--- config.mk ---
export PLATFORM = sky130hd
export DESIGN_NAME = run_length_byte_decoder_unit
export DESIGN_NICKNAME = d
export VERILOG_FILES = /design/src/rtl/core/rlbd_pkg.sv /design/src/rtl/core/rlbd_ctrl.sv /design/src/rtl/core/rlbd_datapath.sv /design/src/rtl/core/run_length_byte_decoder_unit.sv
export VERILOG_INCLUDE_DIRS = /design/src /design/src/rtl/core
export SDC_FILE = /design/constraint.sdc
export NUM_CORES = 1
export LEC_CHECK = 0
export BUFFER_PORTS_ARGS = -buffer_cell sky130_fd_sc_hd__buf_2
export CORE_ASPECT_RATIO = 0.9
export CORE_UTILIZATION = 55
export DETAILED_ROUTE_END_ITERATION = 8
export PLACE_DENSITY = 0.81
export SYNTH_ARGS = -nofsm -noshare
export SYNTH_HDL_FRONTEND = slang
export SYNTH_HIERARCHICAL = 1
export SYNTH_SLANG_ARGS = --single-unit
export TNS_END_PERCENT = 30
--- constraint.sdc ---
create_clock -name clk -period 11.79 [get_ports clk]
set_input_delay 1.7685 -clock clk [delete_from_list [all_inputs] [get_ports clk]]
set_output_delay 1.7685 -clock clk [all_outputs]
set_load 0.005 [all_outputs]
--- src/rtl/core/run_length_byte_decoder_unit_defines.svh ---
// Assertion macros for the run-length byte decoder unit.
`ifndef RUN_LENGTH_BYTE_DECODER_UNIT_DEFINES_SVH
`define RUN_LENGTH_BYTE_DECODER_UNIT_DEFINES_SVH
`ifndef NO_ASSERTIONS
`define RLBD_ASSERT(lbl, prop, msg) \
	lbl: assert property (@(posedge clk) disable iff (!arst_n) (prop)) else $error(msg);
`define RLBD_ASSERT_NEXT(lbl, ante, cons, msg) \
	lbl: assert property (@(posedge clk) disable iff (!arst_n) (ante) |=> (cons)) else $error(msg);
`else
`define RLBD_ASSERT(lbl, prop, msg)
`define RLBD_ASSERT_NEXT(lbl, ante, cons, msg)
`endif
`endif

--- src/rtl/core/rlbd_pkg.sv ---
// Shared constants and control types of the run-length byte decoder.
`timescale 1ns / 1ps
package rlbd_pkg;
	localparam int BYTE_W = 8;
	localparam int RUN_W = 7;
	localparam int LIMIT_W = 13;
	localparam int CNT_W = 3;
	localparam int LANES = 4;
	localparam int DATA_W = BYTE_W * LANES;
	localparam int TDATA_W = 40;
	localparam int TUSER_W = 4;

	localparam logic [BYTE_W-1:0] TOP_BIT = 8'h80;
	localparam logic [RUN_W-1:0] MAX_RUN = 7'h7f;
	localparam logic [LIMIT_W-1:0] LIMIT_RESET = 13'h1340;

	localparam logic [1:0] PH_HEADER = 2'd0;
	localparam logic [1:0] PH_LITERAL = 2'd1;
	localparam logic [1:0] PH_REPEAT = 2'd2;
	localparam logic [1:0] PH_TAIL = 2'd3;

	typedef struct packed {
		logic decode;
		logic emit;
	} rlbd_cmd_t;

	typedef struct packed {
		logic has_res;
		logic gen_final;
		logic out_free;
	} rlbd_stat_t;
endpackage

--- src/rtl/core/rlbd_ctrl.sv ---
// Controller state machine: sequences decode and result beat generation.
`timescale 1ns / 1ps
module rlbd_ctrl (
	input  logic               clk,
	input  logic               arst_n,
	input  logic               in_valid,
	output logic               in_ready,
	input  rlbd_pkg::rlbd_stat_t stat,
	output rlbd_pkg::rlbd_cmd_t  cmd
);
	localparam logic ST_IDLE = 1'b0;
	localparam logic ST_GEN = 1'b1;

	logic state_q;
	logic state_d;

	always_comb begin
		state_d = state_q;
		cmd = '0;
		in_ready = 1'b0;
		unique case (state_q)
			ST_IDLE: begin
				in_ready = 1'b1;
				cmd.decode = in_valid;
				if (in_valid && stat.has_res) begin
					state_d = ST_GEN;
				end
			end
			ST_GEN: begin
				cmd.emit = stat.out_free;
				if (stat.out_free && stat.gen_final) begin
					state_d = ST_IDLE;
				end
			end
			default: begin
				state_d = ST_IDLE;
			end
		endcase
	end

	always_ff @(posedge clk or negedge arst_n) begin
		if (!arst_n) begin
			state_q <= ST_IDLE;
		end else begin
			state_q <= state_d;
		end
	end
endmodule

--- src/rtl/core/rlbd_datapath.sv ---
// Datapath: decoder state, byte keeping against the limit, beat packing and output register.
`timescale 1ns / 1ps
module rlbd_datapath (
	input  logic                              clk,
	input  logic                              arst_n,
	input  logic                              cfg_we,
	input  logic [rlbd_pkg::LIMIT_W-1:0]      cfg_wdata,
	input  logic [rlbd_pkg::BYTE_W-1:0]       in_byte,
	input  logic                              start_req,
	input  logic                              last_byte,
	input  rlbd_pkg::rlbd_cmd_t               cmd,
	output rlbd_pkg::rlbd_stat_t              stat,
	input  logic                              m_tready,
	output logic                              m_tvalid,
	output logic [rlbd_pkg::TDATA_W-1:0]      m_tdata,
	output logic [rlbd_pkg::TUSER_W-1:0]      m_tuser,
	output logic                              m_tlast
);
	logic [1:0] phase_q;
	logic [rlbd_pkg::RUN_W-1:0] remaining_q;
	logic [rlbd_pkg::LIMIT_W-1:0] image_count_q;
	logic overflowed_q;
	logic [rlbd_pkg::LIMIT_W-1:0] limit_q;

	logic [rlbd_pkg::RUN_W-1:0] gen_left_q;
	logic [rlbd_pkg::BYTE_W-1:0] gen_byte_q;
	logic gen_tail_q;
	logic gen_last_q;
	logic gen_done_q;

	logic m_valid_q;
	logic [rlbd_pkg::TDATA_W-1:0] m_data_q;
	logic [rlbd_pkg::TUSER_W-1:0] m_user_q;
	logic m_last_q;

	logic [1:0] ph_eff;
	logic [rlbd_pkg::RUN_W-1:0] rem_eff;
	logic [rlbd_pkg::LIMIT_W-1:0] cnt_eff;
	logic ovf_eff;
	logic [rlbd_pkg::LIMIT_W-1:0] avail;
	logic [1:0] ph_d;
	logic [rlbd_pkg::RUN_W-1:0] rem_d;
	logic [rlbd_pkg::RUN_W-1:0] keep;
	logic ovf_d;
	logic tail_d;
	logic term_d;

	logic [rlbd_pkg::CNT_W-1:0] beat_cnt;
	logic beat_final;
	logic [rlbd_pkg::DATA_W-1:0] beat_data;

	always_comb begin
		ph_eff = start_req ? rlbd_pkg::PH_HEADER : phase_q;
		rem_eff = start_req ? '0 : remaining_q;
		cnt_eff = start_req ? '0 : image_count_q;
		ovf_eff = start_req ? 1'b0 : overflowed_q;
		avail = (cnt_eff < limit_q) ? (limit_q - cnt_eff) : '0;
		ph_d = ph_eff;
		rem_d = rem_eff;
		keep = '0;
		ovf_d = ovf_eff;
		tail_d = 1'b0;
		term_d = 1'b0;
		unique case (ph_eff)
			rlbd_pkg::PH_HEADER: begin
				rem_d = in_byte[rlbd_pkg::RUN_W-1:0] & rlbd_pkg::MAX_RUN;
				if (in_byte == '0) begin
					ph_d = rlbd_pkg::PH_TAIL;
					term_d = 1'b1;
				end else if ((in_byte & rlbd_pkg::TOP_BIT) != '0) begin
					ph_d = (rem_d != '0) ? rlbd_pkg::PH_LITERAL : rlbd_pkg::PH_HEADER;
				end else begin
					ph_d = rlbd_pkg::PH_REPEAT;
				end
			end
			rlbd_pkg::PH_LITERAL: begin
				if (avail != '0) begin
					keep = rlbd_pkg::RUN_W'(1);
				end else begin
					ovf_d = 1'b1;
				end
				rem_d = rem_eff - rlbd_pkg::RUN_W'(1);
				if (rem_d == '0) begin
					ph_d = rlbd_pkg::PH_HEADER;
				end
			end
			rlbd_pkg::PH_REPEAT: begin
				if (rlbd_pkg::LIMIT_W'(rem_eff) <= avail) begin
					keep = rem_eff;
				end else begin
					keep = avail[rlbd_pkg::RUN_W-1:0];
					ovf_d = 1'b1;
				end
				rem_d = '0;
				ph_d = rlbd_pkg::PH_HEADER;
			end
			rlbd_pkg::PH_TAIL: begin
				keep = rlbd_pkg::RUN_W'(1);
				tail_d = 1'b1;
			end
			default: begin
				ph_d = rlbd_pkg::PH_HEADER;
			end
		endcase
	end

	always_comb begin
		beat_final = (gen_left_q <= rlbd_pkg::RUN_W'(rlbd_pkg::LANES));
		beat_cnt = beat_final ? gen_left_q[rlbd_pkg::CNT_W-1:0] : rlbd_pkg::CNT_W'(rlbd_pkg::LANES);
		for (int i = 0; i < rlbd_pkg::LANES; i++) begin
			beat_data[i*rlbd_pkg::BYTE_W +: rlbd_pkg::BYTE_W] =
				(rlbd_pkg::CNT_W'(i) < beat_cnt) ? gen_byte_q : '0;
		end
	end

	assign stat.has_res = (keep != '0) || term_d || last_byte;
	assign stat.gen_final = beat_final;
	assign stat.out_free = !m_valid_q || m_tready;

	always_ff @(posedge clk or negedge arst_n) begin
		if (!arst_n) begin
			phase_q <= rlbd_pkg::PH_HEADER;
			remaining_q <= '0;
			image_count_q <= '0;
			overflowed_q <= 1'b0;
			limit_q <= rlbd_pkg::LIMIT_RESET;
			gen_left_q <= '0;
			m_valid_q <= 1'b0;
		end else begin
			if (cfg_we) begin
				limit_q <= cfg_wdata;
			end
			if (cmd.decode) begin
				phase_q <= ph_d;
				remaining_q <= rem_d;
				overflowed_q <= ovf_d;
				gen_left_q <= keep;
				if (!tail_d) begin
					image_count_q <= cnt_eff + rlbd_pkg::LIMIT_W'(keep);
				end else begin
					image_count_q <= cnt_eff;
				end
			end else if (cmd.emit) begin
				gen_left_q <= gen_left_q - rlbd_pkg::RUN_W'(beat_cnt);
			end
			if (cmd.emit) begin
				m_valid_q <= 1'b1;
			end else if (m_tready) begin
				m_valid_q <= 1'b0;
			end
		end
	end

	always_ff @(posedge clk) begin
		if (cmd.decode) begin
			gen_byte_q <= in_byte;
			gen_tail_q <= tail_d;
			gen_last_q <= last_byte;
			gen_done_q <= (ph_d == rlbd_pkg::PH_TAIL);
		end
		if (cmd.emit) begin
			m_data_q <= {5'b0, beat_cnt, beat_data};
			m_user_q <= {beat_final && gen_last_q, overflowed_q, gen_done_q, gen_tail_q};
			m_last_q <= beat_final;
		end
	end

	assign m_tvalid = m_valid_q;
	assign m_tdata = m_data_q;
	assign m_tuser = m_user_q;
	assign m_tlast = m_last_q;
endmodule

--- src/rtl/core/run_length_byte_decoder_unit.sv ---
// Top level of the packbits-style run-length byte decoder.
// Each accepted byte is decoded first, then its result beats are generated while the
// output is free: a kept literal byte and a tail byte yield one beat, a dropped literal
// byte or a header yields one only at the stream end or for the zero header, and a repeat
// of N kept bytes yields ceil(N / 4) beats (one when none is kept but the stream ends), 32 at most.
// The beat generator in the datapath packs one beat per cycle while the output is free;
// back pressure on the master side stalls it. A new byte is taken while the last beat
// of the previous byte still waits in the output register.
`timescale 1ns / 1ps
`include "run_length_byte_decoder_unit_defines.svh"
module run_length_byte_decoder_unit (
	input  logic                              clk,
	input  logic                              arst_n,
	input  logic                              cfg_we,
	input  logic [rlbd_pkg::LIMIT_W-1:0]      cfg_wdata,  // image_limit
	input  logic                              s_tvalid,
	output logic                              s_tready,
	input  logic [rlbd_pkg::BYTE_W-1:0]       s_tdata,    // in_byte
	input  logic [0:0]                        s_tuser,    // start_req
	input  logic                              s_tlast,    // last_byte
	output logic                              m_tvalid,
	input  logic                              m_tready,
	output logic [rlbd_pkg::TDATA_W-1:0]      m_tdata,    // out_data, out_count, zero pad
	output logic [rlbd_pkg::TUSER_W-1:0]      m_tuser,    // tail_part, image_done, overflow, stream_end
	output logic                              m_tlast     // run_last
);
	rlbd_pkg::rlbd_cmd_t cmd;
	rlbd_pkg::rlbd_stat_t stat;

	rlbd_ctrl u_ctrl (
		.clk      (clk),
		.arst_n   (arst_n),
		.in_valid (s_tvalid),
		.in_ready (s_tready),
		.stat     (stat),
		.cmd      (cmd)
	);

	rlbd_datapath u_datapath (
		.clk       (clk),
		.arst_n    (arst_n),
		.cfg_we    (cfg_we),
		.cfg_wdata (cfg_wdata),
		.in_byte   (s_tdata),
		.start_req (s_tuser[0]),
		.last_byte (s_tlast),
		.cmd       (cmd),
		.stat      (stat),
		.m_tready  (m_tready),
		.m_tvalid  (m_tvalid),
		.m_tdata   (m_tdata),
		.m_tuser   (m_tuser),
		.m_tlast   (m_tlast)
	);

	`RLBD_ASSERT(a_emit_free, !cmd.emit || stat.out_free, "beat emitted into a full output register")
	`RLBD_ASSERT(a_no_overlap, !(cmd.emit && cmd.decode), "decode and emit in the same cycle")
	`RLBD_ASSERT(a_count_range, !m_tvalid || (m_tdata[34:32] <= 3'd4), "beat count above four")
	`RLBD_ASSERT(a_empty_final, !m_tvalid || (m_tdata[34:32] != 3'd0) || m_tlast, "empty beat not final")
	`RLBD_ASSERT_NEXT(a_gen_busy, cmd.decode && stat.has_res, !s_tready, "input taken during beat generation")
endmodule
Yosys cells after proc, flatten, opt, wreduce, memory -nomap -nowiden
Index checks and enable logic that the tools add are counted.

storage, ports and cells
  input port bits = 28
  word-level logic and storage cells = 82
  bits in registers = 96

cells by class
  add/subtract/negate cells = 4
  equal/unequal tests = 4
  reductions and logical operators = 15
  multiplexer cells = 32
  order comparisons = 7
  bitwise gates (word level) = 1

operators by type and width
  operator                                                        count
  case mux 7 bit (3 select lines)                                 2
  2-to-1 mux 13 bit                                               3
  2-to-1 mux 7 bit                                                4
  2-to-1 mux 1 bit                                                15
  nonzero test 7 bit                                              2
  adder 13 x 7 -> 13 bit                                          1
  less-or-equal comparator 7 x 13 -> 1 bit                        1
  < comparator 13 bit                                             1
  nonzero test 13 bit                                             1
  subtractor 13 bit                                               1
  zero test 8 bit                                                 1
  2-to-1 mux 2 bit                                                4
  less-or-equal comparator 7 x 3 -> 1 bit, second input constant  1
  zero test 7 bit                                                 1
  subtractor 7 x 1 -> 7 bit, second input constant                1
  subtractor 7 x 3 -> 7 bit                                       1
  equality test 2 bit, second input constant                      3
  < comparator 1 x 3 -> 1 bit, first input constant               2
  < comparator 2 x 3 -> 1 bit, first input constant               2
  case mux 2 bit (3 select lines)                                 1
  case mux 1 bit (2 select lines)                                 2
  nonzero test 2 bit                                              2
  logical AND 1 bit                                               3
  logical OR 1 bit                                                3
  other kinds (5)                                                 5

Longest topological paths before layout
  word-level depth = 12
  mapped depth = 32

Cells and area by module
The synthesis kept the hierarchy.

by module, submodules not included
  module         instances  area each (sq um)  cells an instance
  rlbd_datapath  1          5671.7             562
  rlbd_ctrl      1          56.3               6

Worst setup path before layout
OpenSTA, ideal clock, no wires.

  path type = input to register
  start point = input s_tuser
  end point = register u_datapath/image_count_q[12] (netlist name)
  stages on the path = 31
  setup time = 0.083 ns
  data arrival time = 7.221 ns
  buffers on the path = 3
  slack = 4.486 ns
  cells stage by stage = clkbuf_1 > clkbuf_1 > nand2b_1 > ha_1 > nand4_1 > a211oi_1 > o31ai_1 > a21oi_1 > clkbuf_1 > nand2_1 > ha_1 > nor2b_1 > o21a_1 > o21a_1 > o21ai_1 > nand2_1 > a31oi_1 > nor2_1 > inv_1 > ha_1 > inv_1 > fa_1 > nor2b_1 > o21ai_0 > a21boi_0 > o21ai_0 > nand2b_1 > a21oi_1 > or4_1 > xor2_1 > o22ai_1

between the ends
  word-level cells in the longest chain between the ends = 8
  elaborated cells between the ends (all ways) = 17

RTL lines
  item                                                                                    RTL line                                  text
  from (decl)                                                                             run_length_byte_decoder_unit.sv:19        input logic [0:0] s_tuser,
  2-to-1 mux 13 bit                                                                       rlbd_datapath.sv:55                       cnt_eff = start_req ? '0 : image_count_q;
  subtractor 13 bit / < comparator 13 bit (equally long branches)                         rlbd_datapath.sv:57                       avail = (cnt_eff < limit_q) ? (limit_q - cnt_eff) : '0;
  2-to-1 mux 13 bit                                                                       rlbd_datapath.sv:57
  less-or-equal comparator 7 x 13 -> 1 bit / nonzero test 13 bit (equally long branches)  rlbd_datapath.sv:88, rlbd_datapath.sv:77
  2-to-1 mux 7 bit / 2-to-1 mux 1 bit (equally long branches)                             rlbd_datapath.sv:88, rlbd_datapath.sv:77
  case mux 7 bit (3 select lines)                                                         rlbd_datapath.sv:64                       unique case (ph_eff)
  adder 13 x 7 -> 13 bit                                                                  rlbd_datapath.sv:139                      image_count_q <= cnt_eff + rlbd_pkg::LIMIT_W'(keep);
  2-to-1 mux 13 bit (*)                                                                   rlbd_datapath.sv:138                      if (!tail_d) begin
  to (signal assigned)                                                                    rlbd_datapath.sv:139
  to (signal assigned)                                                                    rlbd_datapath.sv:141                      image_count_q <= cnt_eff;
  to (decl)                                                                               rlbd_datapath.sv:21                       logic [rlbd_pkg::LIMIT_W-1:0] image_count_q;

Mark *: on every way between the ends. The rest lies on a longest branch, timed or not.
A chain may end at the register's enable or synchronous reset.

Worst setup path after layout
Same ends and word-level chain as after synthesis.

==> results.py <==
metrics = {
    "outcome": {
        "outcome": "finished clean",
    },
    "flow_run": {
        "max_cap_viol_count": 0,
    },
    "yosys": {
        "yosys_warnings": 6,
        "synth_common_cells": "edfxtp_1 (51), nand2_1 (43), dfrtp_1 (41), ha_1 (36)",
        "synth_cell_types": 59,
        "synth_edf_count": 51,
        "yosysTopAreaCell": "edfxtp_1",
        "synth_top_family_by_area": "simple AND/OR/NAND/NOR gates",
        "synthCells": 568,
        "synth-async-reset-ratio_pct": 46.9,
        "synth_compound_area_share_pct": 15.2,
        "synthAdderAreaFrac_pct": 8.56,
        "syn_avg_cell_area_um2": 10.1,
        "yosysMostFrequentCell": "edfxtp_1",
        "synth_top_area_share_pct": 26.7,
        "synthTopCellsByArea": "edfxtp_1 (27%), dfrtp_1 (18%), ha_1 (7.9%)",
        "synth-simple-area-share_pct": 18.6,
        "netlist_area_mm2": 0.00573,
        "synth_xor_area_share_pct": 3.36,
        "yosysSeqAreaShare_pct": 46.5,
        "synth_ff_type": "edfxtp_1",
        "muxShareOfSynthArea_pct": 3.43,
        "ys_ff_latch": 96,
    },
    "clock_tree": {
        "cts_buffers": 9,
        "cts-htree-levels": 3,
        "postCtsHoldBufs": 0,
        "cts_tree": "built",
        "ctsResizeCount": 0,
        "cts_setup_buffers": 0,
        "root_buffer": "clkbuf_16",
        "clk_pin_slew_ps": 70,
        "cts_num_sinks": 96,
        "cts.path.max_buffers": 2,
        "clk_latency_ps": 350,
    },
    "routing": {
        "routedWlPerCell_um": 18.0,
        "drtAntennaViolNets": 0,
        "first_pass_iters": 5,
        "drt_wl_total_mm": 13.7,
        "drtIter0Drc": 324,
        "vias": 4591,
        "vias_per_cell": 6.02,
        "drc_errors": 0,
    },
    "global_routing": {
        "grt_use_total_pct": 27.0,
        "grt_pass1_wl_mm": 22.0,
        "antenna_found_initial": 0,
        "grt_start_max_net_pins": 48,
        "grt_pass1_vias": 4454,
        "grt_overflow_total": 0,
    },
    "pwr": {
        "power.density_mw_per_mm2": 205,
        "power_leakage_nw": 2.78,
        "p_comb_share_pct": 38.4,
        "power_switching_uw": 498,
        "p_seq_share_pct": 40.4,
        "p_int_uw": 826,
        "p_sw_share_pct": 37.6,
        "ir_drop_v": 0.000124,
        "p_clk_share_pct": 21.2,
    },
    "worst_hold_path": {
        "hp-start": "u_datapath/gen_tail_q",
        "hp-class": "reg -> reg",
    },
    "sta": {
        "setup_viol_count_final": 0,
        "post-route-period-util_pct": 68.4,
        "slew_violations": 0,
        "tightestPinTransition_ps": 1030,
        "clock.fmax_mhz": 124,
        "hold_viol": 0,
        "rsz0062_at_grt": "false",
        "max-slew-margin-rel_pct": 31.1,
        "fin_crit_ps": 8060,
        "fin_tns_setup_ps": 0,
        "clock_skew_ps": 9.48,
    },
    "floorplan": {
        "ios": 75,
        "start_util_pct": 57.8,
        "rows": 34,
        "die_w_um": 110,
        "die_h_um": 98.8,
        "core_area_mm2": 0.00991,
        "die_area_mm2": 0.0108,
    },
    "final_layout": {
        "fin_nets": 697,
        "insertedDiodeCount": 0,
        "area_growth_pct": 12.6,
        "layout.core_utilization_pct": 65.1,
        "drive_gt1_share_pct": 18.1,
    },
    "setup_path": {
        "critPathLaunch": "s_tuser",
        "required_ps": 12050,
        "crit_fanout": 31,
        "path_class": "in -> reg",
        "cpMaxStageDelayCell": "a21oi_1",
        "crit_path_start_kind": "input port",
        "critPathArrivalTime_ps": 8320,
        "max_stage_delay_ps": 740,
        "end_kind": "flop",
        "crit_top_cell": "ha_1",
        "r2r_start": "u_datapath/image_count_q[7]",
    },
    "placed_design": {
        "portBuffers": 69,
        "hpwl_mm": 10.1,
        "place_congestion": 0.934,
    },
}
## layer usage
metal	GRT usage (%)	share of wire [%]	vias to the layer above
met3	5.16	6.5	30
met2	43.9	47	201
met1	36.1	44	2190
met4	9.85	2.1	0
li1	-	-	2170
met5	0	0	-
## sequential cells by signal, summed over array words and instances (netlist names)
signal and flops:
u_datapath/overflowed_q 1, u_datapath/m_tvalid 1, u_ctrl/state_q 1, u_datapath/phase_q 2, u_datapath/remaining_q 7, u_datapath/m_tlast 1, u_datapath/gen_tail_q 1, u_datapath/gen_left_q 7
u_datapath/limit_q 13, u_datapath/gen_byte_q 8, u_datapath/m_tuser 4, u_datapath/m_tdata 35, u_datapath/image_count_q 13, u_datapath/gen_done_q 1, u_datapath/gen_last_q 1
## logic make-up after synthesis
family	after synthesis
AND/OR/NAND/NOR	201
other	2
flip-flops	96
XOR/XNOR	22
adder cells (fa/ha/maj)	38
AO/OA/AOI/OAI	132
buffers and inverters	59
multiplexers	18
## cells in the final DEF (no fill, tap or decap), types with 5 or more instances in the layout
cell type,Yosys,layout
nand3_1,14,14
nand2_1,43,43
xor2_1,10,10
a21oi_1,33,33
and2_1,10,10
edfxtp_1,51,51
a21o_1,11,11
nand2b_1,26,26
o21a_1,6,6
a31oi_1,7,7
nor2_1,28,28
nor2b_1,34,34
xnor2_1,12,12
inv_1,34,34
nor4_1,6,6
conb_1,2,6
buf_2,0,69
o21ai_0,32,31
clkbuf_16,0,9
dfrtp_1,41,41
nor3_1,11,11
nand4_1,10,10
mux2_2,13,13
and3_1,5,5
ha_1,36,36
mux2i_1,5,5
## power by group through the flow
stage / Combinational, mW / Sequential (mW) / Clock (mW)
after floorplan: 0.347 / 0.529 / 0
after global placement: 0.480 / 0.535 / 0
after detailed placement: 0.500 / 0.542 / 0
after CTS: 0.504 / 0.535 / 0.285
after global routing: 0.567 / 0.547 / 0.299
final: 0.508 / 0.535 / 0.281
## worst max-delay path: cells and delay by family
kind	cells	cell delay [ps]
compound gates	12	2990
simple gates	9	1710
fa+ha+maj	4	1280
buf+inv	3	380
xor+xnor	1	160
## metrics by stage
| stage | hold slack [ps] | area (um2) | cells | worst slack (ps) | total power, mW |
|---|---|---|---|---|---|
| 4_1_cts | 423 | 6450 | 762 | 3880 | 1.32 |
| 6_report | 426 | 6450 | 762 | 3730 | 1.32 |
| 3_3_place_gp | 402 | 6160 | 746 | 3790 | 1.02 |
| 3_5_place_dp | 406 | 6160 | 746 | 3550 | 1.04 |
| 2_1_floorplan | 400 | 5740 | 572 | 4490 | 0.876 |
| 5_1_grt | 436 | 6450 | 762 | 3110 | 1.41 |
## final cells by class
class,instances,area [um2]
flip-flops and latches,96,2660
repair buffers,73,375
well taps,126,158
clock buffers,9,225
multi-input cells,417,2840
inverters,34,128
clock inverters,7,65.1
fillers,799,3460
## worst paths after layout
check / slack, ps / end / depth (start not counted)
max: 3730 / u_datapath/image_count_q[12] / 29
min: 430 / u_datapath/m_tuser[0] / 0
max reg2reg: 5170 / u_datapath/image_count_q[12] / 29
min reg2reg: 430 / u_datapath/m_tuser[0] / 0
max in group asynchronous: 9570 / u_datapath/remaining_q[2] / 1
min in group asynchronous: 1600 / u_datapath/phase_q[1] / 1
(Power assumes the default switching activity.)
